`src/rtl/huffman_tree_walk_decoder_unit_defines.svh`:
```
// Assertion macros shared by the decoder modules.
`ifndef HUFFMAN_TREE_WALK_DECODER_UNIT_DEFINES_SVH
`define HUFFMAN_TREE_WALK_DECODER_UNIT_DEFINES_SVH

`ifndef NO_ASSERTIONS

`define HTWD_ASSERT_IMPLIES(name, cond, expr) \
   name: assert property (@(posedge clock) disable iff (reset) (cond) |-> (expr)) \
      else $error("htwd assertion failed");

`define HTWD_ASSERT_NEXT(name, cond, expr) \
   name: assert property (@(posedge clock) disable iff (reset) (cond) |=> (expr)) \
      else $error("htwd assertion failed");

`else

`define HTWD_ASSERT_IMPLIES(name, cond, expr)

`define HTWD_ASSERT_NEXT(name, cond, expr)

`endif

`endif

```
`src/rtl/htwd_pkg.sv`:
```
package htwd_pkg;

   localparam int MAX_SYMBOLS = 256;
   localparam int NODE_DEPTH  = 2 * MAX_SYMBOLS;
   localparam int NODE_W      = $clog2(NODE_DEPTH);
   localparam int SYM_ADDR_W  = $clog2(MAX_SYMBOLS);
   localparam int SYM_W       = 8;
   localparam int CODE_W      = 8;
   localparam int TOP_BIT     = 7;
   localparam int BYTE_BITS   = TOP_BIT + 1;
   localparam int COUNT_W     = 4;
   localparam int REM_W       = 3;
   localparam int QUEUE_DEPTH = 4;
   localparam int QUEUE_PTR_W = 2;

   typedef enum logic {
      OP_WRITE  = 1'b0,
      OP_DECODE = 1'b1
   } op_type;

   typedef struct packed {
      op_type                operation;
      logic [NODE_W-1:0]     node_index;
      logic [NODE_W-1:0]     left_child;
      logic [NODE_W-1:0]     right_child;
      logic [SYM_W-1:0]      leaf_symbol;
      logic [CODE_W-1:0]     code_byte;
      logic [COUNT_W-1:0]    bit_count;
   } req_type;

   typedef struct packed {
      logic [SYM_W-1:0] symbol;
      logic             last;
      logic             error;
   } rsp_type;

   typedef struct packed {
      logic                  is_write;
      logic                  sym_en;
      logic [NODE_W-1:0]     node;
      logic [NODE_W-1:0]     left;
      logic [NODE_W-1:0]     right;
      logic [SYM_W-1:0]      leaf_symbol;
      logic [CODE_W-1:0]     code;
      logic [COUNT_W-1:0]    bits;
   } walk_task_type;

   typedef struct packed {
      logic          valid;
      walk_task_type item;
   } queue_out_type;

endpackage

```
`src/rtl/htwd_front.sv`:
```
`include "huffman_tree_walk_decoder_unit_defines.svh"

module htwd_front
   import htwd_pkg::*;
(
   input  logic          clock,
   input  logic          reset,
   input  logic          req_valid,
   output logic          req_stall,
   input  req_type       req_payload,
   output queue_out_type q_out,
   input  logic          q_pop
);

   walk_task_type             queue_ff [QUEUE_DEPTH];
   logic [QUEUE_PTR_W-1:0]    wr_ptr_ff, wr_ptr_in;
   logic [QUEUE_PTR_W-1:0]    rd_ptr_ff, rd_ptr_in;
   logic [QUEUE_PTR_W:0]      count_ff, count_in;
   logic [COUNT_W-1:0]        bits_sat;
   logic                      keep;
   logic                      push;
   logic                      pop;
   walk_task_type             task_new;

   assign req_stall = (count_ff == (QUEUE_PTR_W + 1)'(QUEUE_DEPTH));

   always_comb begin
      bits_sat = (req_payload.bit_count > COUNT_W'(BYTE_BITS)) ?
                 COUNT_W'(BYTE_BITS) : req_payload.bit_count;
      keep = (req_payload.operation == OP_WRITE) || (bits_sat != '0);
      task_new.is_write    = (req_payload.operation == OP_WRITE);
      task_new.sym_en      = (req_payload.node_index != '0) &&
                             (req_payload.node_index <= NODE_W'(MAX_SYMBOLS));
      task_new.node        = req_payload.node_index;
      task_new.left        = req_payload.left_child;
      task_new.right       = req_payload.right_child;
      task_new.leaf_symbol = req_payload.leaf_symbol;
      task_new.code        = req_payload.code_byte;
      task_new.bits        = bits_sat;
   end

   assign push = req_valid && !req_stall && keep;
   assign pop  = q_pop && (count_ff != '0);

   always_comb begin
      wr_ptr_in = push ? wr_ptr_ff + 1'b1 : wr_ptr_ff;
      rd_ptr_in = pop ? rd_ptr_ff + 1'b1 : rd_ptr_ff;
      count_in  = count_ff;
      if (push && !pop) begin
         count_in = count_ff + 1'b1;
      end else if (pop && !push) begin
         count_in = count_ff - 1'b1;
      end
   end

   always_ff @(posedge clock) begin
      if (reset) begin
         wr_ptr_ff <= '0;
         rd_ptr_ff <= '0;
         count_ff  <= '0;
      end else begin
         wr_ptr_ff <= wr_ptr_in;
         rd_ptr_ff <= rd_ptr_in;
         count_ff  <= count_in;
      end
   end

   always_ff @(posedge clock) begin
      if (push) begin
         queue_ff[wr_ptr_ff] <= task_new;
      end
   end

   assign q_out.valid = (count_ff != '0);
   assign q_out.item  = queue_ff[rd_ptr_ff];

   `HTWD_ASSERT_IMPLIES(a_empty_ptrs, (count_ff == '0), (wr_ptr_ff == rd_ptr_ff))

endmodule

```
`config.mk`:
```
export PLATFORM = sky130hd
export DESIGN_NAME = htwd_front
export DESIGN_NICKNAME = d
export VERILOG_FILES = /design/src/rtl/htwd_pkg.sv /design/src/rtl/htwd_front.sv
export VERILOG_INCLUDE_DIRS = /design/src /design/src/rtl
export SDC_FILE = /design/constraint.sdc
export NUM_CORES = 1
export LEC_CHECK = 0
export BUFFER_PORTS_ARGS = -buffer_cell sky130_fd_sc_hd__buf_2
export CORE_MARGIN = 1
export CORE_UTILIZATION = 57
export CTS_CLUSTER_SIZE = 24
export DETAILED_ROUTE_END_ITERATION = 7
export MAX_ROUTING_LAYER = met4
export PLACE_DENSITY = 0.79
export SLEW_MARGIN = 20
export SYNTH_ARGS = -nofsm -noshare
export SYNTH_HDL_FRONTEND = slang
export SYNTH_SLANG_ARGS = --single-unit
export TNS_END_PERCENT = 20
```
`constraint.sdc`:
```
create_clock -name clock -period 3.8 [get_ports clock]
set_clock_uncertainty 0.05 [all_clocks]
set_input_delay 0.95 -clock clock [delete_from_list [all_inputs] [get_ports clock]]
set_output_delay 0.95 -clock clock [all_outputs]
set_load 0.02 [all_outputs]
```
---- Word-level counts from Yosys, hierarchy flattened ----
Memory sizes are Yosys's and may differ from the RTL's. A register that Yosys moved wholly into a read port is not among the register bits.
Index checks and enable logic that the tools add are counted.
storage, ports and cells
  output and inout bits ................... 51
  register bits after elaboration ......... 7
  logic and storage cells ................. 33
  memories kept ........................... 1
  RAM bits ................................ 196
  input port bits ......................... 52
cells by class
  multiplexer cells ....................... 7
  $lt $le $gt $ge ......................... 2
  bitwise gates (word level) .............. 1
  add/subtract/negate cells ............... 4
  reduce and logical (&&, ||, !) cells .... 14
  equality and inequality tests ........... 1
memories
  memory    words  width  read ports  clocked after Yosys merged registers in  write ports  line              source
  queue_ff  4      49     1           1                                        1            htwd_front.sv:15  walk_task_type queue_ff [QUEUE_DEPTH];
operator list
  kind                 number
  $le 9x9->1 const B   1
  $reduce_bool 9->1    1
  $logic_and 1x1->1    6
  $mux 3               2
  $add 2x1->2 const B  2
  $gt 4x4->1 const B   1
  $mux 2               2
  $mux 4               1
  $reduce_bool 4->1    1
  $add 3x1->3 const B  1
  $eq 3x3->1 const B   1
  $logic_not 1->1      3
  $reduce_bool 3->1    1
  $sub 3x1->3 const B  1
  $mux 1               2
  $reduce_bool 2->1    1
  $logic_or 1x1->1     1
  $not 1->1            1

---- Depth between registers and ports, before layout ----
Gate-level depths: netlist (run 1).
  depth after elaboration ................. 9
  mapped depth ............................ 8
  depth with buffers taken out ............ 8

---- Worst setup path after synthesis (run 1) ----
Ideal clock, no wire load.
  kind .................................... input -> register
  start point ............................. input port req_payload[3] (netlist bit)
  end point ............................... memory queue_ff[0][0] (netlist bit) (enable)
  cell stages on the path ................. 3
  library setup time ...................... 412 ps
  required time ........................... 3338 ps
  buffers on the path ..................... 0
  arrival time ............................ 2553 ps
  setup slack ............................. 786 ps
  cell sequence ........................... nor4_2 -> a211oi_4 -> and2_1
on the way
  longest elaborated chain between the ends .. 7
ends and longest elaborated chain
  item                              line              source
  from (decl)                       htwd_front.sv:10  input req_type req_payload,
  $gt 4x4->1                        htwd_front.sv:28  bits_sat = (req_payload.bit_count > COUNT_W'(BYTE_BITS)) ?
  $mux 4 (*)                        htwd_front.sv:28
  $reduce_bool 4->1 (*)             htwd_front.sv:30  keep = (req_payload.operation == OP_WRITE) || (bits_sat != '0);
  $logic_or 1x1->1 (*)              htwd_front.sv:30
  $logic_and 1x1->1 (*)             htwd_front.sv:42  assign push = req_valid && !req_stall && keep;
  via push                          htwd_front.sv:21  logic push;
  $mux 1 (*)                        htwd_front.sv:69  if (push) begin
  $mux 1 (not written as such) (*)  htwd_front.sv:70  queue_ff[wr_ptr_ff] <= task_new;
  to (decl)                         htwd_front.sv:15
Mark *: on every way through the listed nets, which the timed path passes. The rest lies on a longest branch.

==> key figures, run 1 <==
Outcome
  • Outcome: completed

Yosys
  • Mapped Cells: approximately 310
  • Cell Area, Synth: 7640 um2
  • Synthesized flop and latch total: 205
  • Mean Syn Cell Area: 24.3 um2
  • Post-Syn Nets: 372
  • Synth warn: 0
  • Yosys cell types: 30
  • Seq/Total Area, Yosys: 79.4%

Pwr
  • Pwr per Cell Area: 700 nW/um2
  • Leak: 3.10 nW
  • VDD IR max: approximately 0.46 mV

CTS
  • CTS buffer count: 20
  • CTS resizes: 0
  • H-tree levels: 1
  • Clk sink count: 205
  • Postcts setup bufs: 0
  • CTS Root Cell: clkbuf_16
  • CTS tree: built
  • CTS Hold Buffers Added: 0
  • Worst-skew pair later-pin latency: 0.47 ns
  • Number of buffers on the longest clock path: 3
  • Clock transition at path regs: roughly 0.070 ns

Setup path
  • CP max stage delay: 0.58 ns
  • Worst-path cell chain: buf_4 > mux4_1 > buf_2
  • Worst R2R End: count_ff[2]$_SDFFE_PP0P_
  • Worst Setup Start Kind: flip-flop
  • Worst reg2reg path startpoint: count_ff[1]$_SDFFE_PP0P_
  • WP data arrival: 2.11 ns
  • CP Capture Type: output pin
  • Worst EP required: 2.80 ns
  • R2R Setup Slk: 1.40 ns
  • R2R cell count: 8
  • CP max-delay cell: mux4_1
  • Kind of critical path: reg -> out
  • Critical Path Fanout Max: 16

Place
  • Buffers on Ports: between 100 and 150
  • Final HPWL DP: roughly 7500 um
  • DP Area: 8410 um2
  • Final RePlAce weighted congestion: between 0.7 and 0.8

Drt
  • First-pass DRT Iterations: 4
  • DRC: 0
  • Vias per cell: ~5.6
  • Via count: 3,472
  • Post-route antenna net violation count: 0
  • Drt total wl: 12,600 um
  • Wire per inst: 20.2 um
  • 1st-iter DRT viols: about 220

Floorplan
  • Die width: 118 um
  • Initial Util: 59.6%
  • DIE AREA: 13,900 um2
  • I/O Pins: ~100
  • # rows: 41
  • Die Y: between 100 and 150 um
  • Core area: 12,800 um2

Timing
  • Setup TNS: 0 ns
  • Relative max-transition margin: 58.5%
  • FMAX: 0.322 GHz
  • Final min period: 3.11 ns
  • Final Slew Violations: 0
  • RSZ-0062 raised after global routing: no
  • Final-report hold violation count: 0
  • Worst-margin pin slew: between 0.6 and 0.7 ns
  • Final-report setup violation count: 0
  • Final cycle utilization of the critical path: 81.8%

GRT
  • GRT Residual Overflow: 0
  • Largest net degree at the start of global routing: 40
  • Gr usage total: 19.1%
  • Initial antenna violation count: 2
  • First-pass GRT wire length: 19,300 um
  • Number of global-route vias before repair: approximately 3,600

Final layout
  • Share of cells above drive strength 1: 44.5%
  • Cell area after layout: 9090 um2
  • Post-layout nets: 491
  • P&R area growth vs syn: 19.0%

Hold path
  • Worst hold-check path type: reg -> reg
  • Hold wc startpoint: wr_ptr_ff[1]$_SDFFE_PP0P_
  • Min-Delay Path Depth: 2
  • Hold EP: wr_ptr_ff[1]$_SDFFE_PP0P_

Flow run
  • Max-cap violation count: 0
routing by layer:
| metal | routed length [um] | vias up | part of all wire (%) | GRT usage, % |
|---|---|---|---|---|
| met5 | 0 | - | 0 | - |
| met4 | 425 | 0 | 3.4 | 7.85 |
| met3 | 658 | 33 | 5.2 | 3.49 |
| met2 | 6210 | 108 | 49 | 29.3 |
| met1 | 5290 | 1770 | 42 | 25.6 |
| li1 | - | 1561 | - | - |
where the power goes:
group / internal, mW / leakage, nW / switching (mW)
logic: 0.684 / 0.892 / 0.862
registers: 2.74 / 1.87 / 0.111
clock network: 1.20 / 0.332 / 0.762
total: 4.63 / 3.10 / 1.73
area by class of cell:
class	instances	area, um2
Antenna cell	3	7.51
Clock buffer	27	578
Clock inverter	9	100
Tap cell	172	215
Multi-Input combinational cell	91	1460
Timing Repair Buffer	110	646
Inverter	5	18.8
Sequential cell	205	6070
Fill cell	789	3730
state kept, by name, summed over array words and instances, names as in the netlist, named ones only:
signal     count
rd_ptr_ff      2
wr_ptr_ff      2
queue_ff     196
count_ff       3
cell usage in the layout (no fill, tap or decap), drive strengths merged, types with 2 or more instances in the layout:
cell,synthesis,final
and2,4,4
buf,11,110
bufinv,0,2
clkbuf,2,27
clkinv,0,5
clkinvlp,0,2
dfxtp,9,9
diode,0,3
edfxtp,196,196
ha,5,5
inv,5,5
mux2i,2,2
mux4,49,49
nand2b,2,2
nor2,7,7
nor2b,3,3
nor4,3,3
or3,2,2
xor2,5,5
critical path: cells and delay by family (launching register included):
kind | cells | cell delay [ns]
flops | 1 | 0.50
buf+inv | 2 | 0.54
mux | 1 | 0.58
worst max-delay path by stage:
| stage | from | to | cells past startpoint |
|---|---|---|---|
| after floorplan | req_payload[3] | queue_ff[0][0]$_DFFE_PP_ | 3 |
| after global placement | req_payload[3] | count_ff[2]$_SDFFE_PP0P_ | 9 |
| after detailed placement | req_payload[3] | count_ff[2]$_SDFFE_PP0P_ | 9 |
| after CTS | flip-flop | q_out[48] | 3 |
| after global routing | flip-flop | q_out[48] | 3 |
| final | flip-flop | q_out[6] | 3 |
synth_stat cells:
cell	count	area (um2)
mux2_1	1	11.3
a211oi_4	1	20.0
ha_1	5	62.6
mux2i_1	2	20.0
o311ai_0	1	8.76
mux4_2	47	1060
nor2_1	7	26.3
buf_1	3	11.3
o31ai_1	1	7.51
nand2b_1	2	12.5
mux4_1	2	52.6
xor2_1	5	43.8
edfxtp_1	196	5890
or3_1	2	12.5
buf_2	2	10.0
inv_1	5	18.8
nor3b_2	1	12.5
dfxtp_1	9	180
nor4_1	2	12.5
o21ai_0	1	5.00
and2_1	4	25.0
buf_4	3	22.5
nor2b_1	3	18.8
clkbuf_1	2	7.51
buf_6	1	11.3
fa_1	1	20.0
nand2_1	1	3.75
nor4_2	1	12.5
buf_12	2	40.0
a21oi_1	1	5.00
through the flow:
stage	utilization, %	hold WS, ns	setup slack (ns)	std cells	total power [mW]
5_1_grt	70.9	0.512	0.529	621	6.62
4_1_cts	70.8	0.480	0.625	619	6.44
3_3_place_gp	65.6	0.444	0.876	583	4.44
6_report	70.9	0.474	0.692	622	6.37
2_1_floorplan	-	0.432	0.786	314	4.02
3_5_place_dp	65.6	0.465	0.781	583	4.47
cell families (layout without fill, tap and decap cells):
family	count (synthesis)	after routing	synth area share, %
AO/OA/AOI/OAI	5	5	0.606
XOR/XNOR	5	5	0.573
adder cells (fa/ha/maj)	6	6	1.08
buffers and inverters	18	151	1.59
flip-flops	205	205	79.4
multiplexers	52	52	15.0
other	0	3	0
AND/OR/NAND/NOR	23	23	1.79
(Power assumes the default switching activity.)
==> run 2, diff against run 1 <==
Settings changed: ABC_AREA set to 1, CORE_UTILIZATION 57 to 52, PLACE_DENSITY 0.79 to 0.76.
Clock period 3.8 ns to 2.52 ns, I/O delays scaled along.
==> key figures, run 2 <==
CTS
  • CTS Hold Buffers Added: 0
  • CTS Root Cell: clkbuf_16
  • CTS tree: built
  • H-tree levels: 1
  • Worst-skew pair later-pin latency: about 0.47 ns
  • Clk sink count: 205
  • CTS buffer count: 20
  • Number of buffers on the longest clock path: 3
  • Clock transition at path regs: 0.06 ns
  • Postcts setup bufs: 0

Drt
  • 1st-iter DRT viols: 454
  • Drt total wl: 16,400 um
  • Via count: 4,929
  • First-pass DRT Iterations: 7
  • Wire per inst: 18.8 um
  • Post-route antenna net violation count: 0
  • Vias per cell: between 5 and 6
  • DRC: 8

Place
  • Final RePlAce weighted congestion: 0.806
  • Placed cell count: around 840
  • Buffers on Ports: 102
  • Pre-CTS WS: between 0.2 and 0.25 ns
  • Final HPWL DP: 9500 um

Final layout
  • Max reg flops: 196
  • P&R area growth vs syn: 18.1%
  • Non-filler instance count after layout: between 800 and 900
  • Largest Register: queue_ff
  • Most frequent cells in the layout: edfxtp_1 (196), nor2_1 (121), buf_2 (101), o21ai_0 (96), o22ai_1 (48)
  • Largest regs: queue_ff: 196 flops, count_ff: 3 flops
  • Post-layout nets: between 700 and 800
  • Commonest non-fill, non-tap cell in the layout: edfxtp_1
  • Share of cells above drive strength 1: between 20 and 25%

Pwr
  • Pwr per Cell Area: 1020 nW/um2
  • VDD IR max: 0.770 mV
  • Leak: 3.33 nW

Timing
  • RSZ-0062 raised after global routing: yes
  • Hold WS: 0.314 ns
  • Setup TNS: 0 ns
  • Final-report hold violation count: 0
  • Final-report setup violation count: 0
  • Final cycle utilization of the critical path: 99.0%
  • Final worst slack: 0.0240 ns
  • Worst-margin pin slew: between 0.3 and 0.4 ns
  • Relative max-transition margin: between 70% and 80%
  • FMAX: 0.401 GHz
  • Final min period: between 2 and 2.5 ns
  • Final Slew Violations: 0

Setup path
  • R2R cell count: 13
  • Critical Path Fanout Max: 49
  • Kind of critical path: reg -> out
  • WP data arrival: 1.82 ns
  • Worst EP required: 1.84 ns
  • CP Capture Type: output pin
  • Worst Setup Start Kind: flip-flop

Yosys
  • Post-synth EDFFs: approximately 200
  • Share of the synthesized area in the top cell type: 75.1%
  • Cell Area, Synth: 7840 um2
  • Async set-reset flop share out of synthesis: 0%
  • Synth top cells by count: edfxtp_1 (196), nor2_1 (125), o21ai_0 (96), o22ai_1 (49), inv_1 (22)
  • Synth top area cells: edfxtp_1 (75%), o21ai_0 (6.1%), nor2_1 (6.0%)
  • Mapped Cells: 567
  • Synth warn: 0
  • Synthesized flop and latch total: 205
  • Cell taking the most area after synthesis: edfxtp_1
  • Most used DFF post-synth: edfxtp_1
  • Yosys cell types: 22
  • Mean Syn Cell Area: 13.8 um2
  • Post-Syn Nets: 625
  • Count leader, synth: edfxtp_1
  • Seq/Total Area, Yosys: approximately 77%

GRT
  • GRT Residual Overflow: 0
  • Initial antenna violation count: 2
  • First-pass GRT wire length: 25,700 um
  • Largest net degree at the start of global routing: 51
  • Gr usage total: 21.9%
  • Number of global-route vias before repair: roughly 4,900

Outcome
  • Outcome: finished with violations
  • Failing checks: design-rule violations

Floorplan
  • Die width: 125 um
  • # rows: 44
  • I/O Pins: 103
  • Core area: 14,600 um2
  • Die Y: around 120 um
  • Initial Util: 53.5%
  • DIE AREA: 15,600 um2

Hold path
  • Worst hold-check path type: in -> reg
  • Min-Delay Path Depth: 1

Flow run
  • Max-cap violation count: 0
-- run 2: cell type report --
class,instances,area [um2]
timing repair buffer,120,758
antenna,2,5.00
clock buffer,29,566
tap,184,230
fill,1062,5380
sequential,205,6070
inverter,24,103
multi-input combinational,306,1510
clock inverter,3,13.8
-- run 2: path summary, 6_finish.rpt --
kind,from,to,slack [ns]
max,flip-flop,q_out[1],0.02
min reg2reg,rd_ptr_ff[0]$_SDFFE_PP0P_,rd_ptr_ff[0]$_SDFFE_PP0P_,0.46
min,req_payload[13],queue_ff[2][13]$_DFFE_PP_,0.31
max reg2reg,count_ff[0]$_SDFFE_PP0P_,count_ff[2]$_SDFFE_PP0P_,0.47
-- run 2: worst max-delay path, stage by stage (launching register included) --
cell	delay, ns
dfxtp_4	0.43
buf_16	0.24
o21ai_0	0.15
o22ai_1	0.28
buf_2	0.23
-- run 2: cell families after synthesis --
logic type	after synthesis	synth area share (%)
and+or+nand+nor	146	7.13
xor gates and xnor gates	1	0.112
adders and majority gates	6	1.05
buffers and inverters	56	3.77
DFF	205	77.4
AOI/OAI and AO/OA	153	10.6
-- run 2: power by group --
group,total [mW],switching [mW],internal [mW]
Sequential,4.25,0.118,4.13
Combinational,2.57,1.76,0.802
Clock,2.67,1.13,1.54
Total,9.49,3.01,6.48
-- run 2: what timing repair did --
item	4_1_cts	5_1_grt
gates cloned	1	0
resized for setup	5	4
endpoints found under the setup margin	24	21
-- run 2: stage by stage --
stage	util [%]	power, mW	instance area, um2
detailed placement	58.8	6.78	8600
global route	63.2	9.91	9260
floorplan	-	5.93	7850
global placement	58.8	6.69	8600
finish	63.2	9.49	9260
CTS	63.1	9.53	9240
-- run 2: per-layer routing --
layer / GRT usage, % / wire, um
met4: 6.54 / 351
met2: 37.1 / 8390
met1: 27.7 / 6700
met3: 2.96 / 965
met5: - / 0
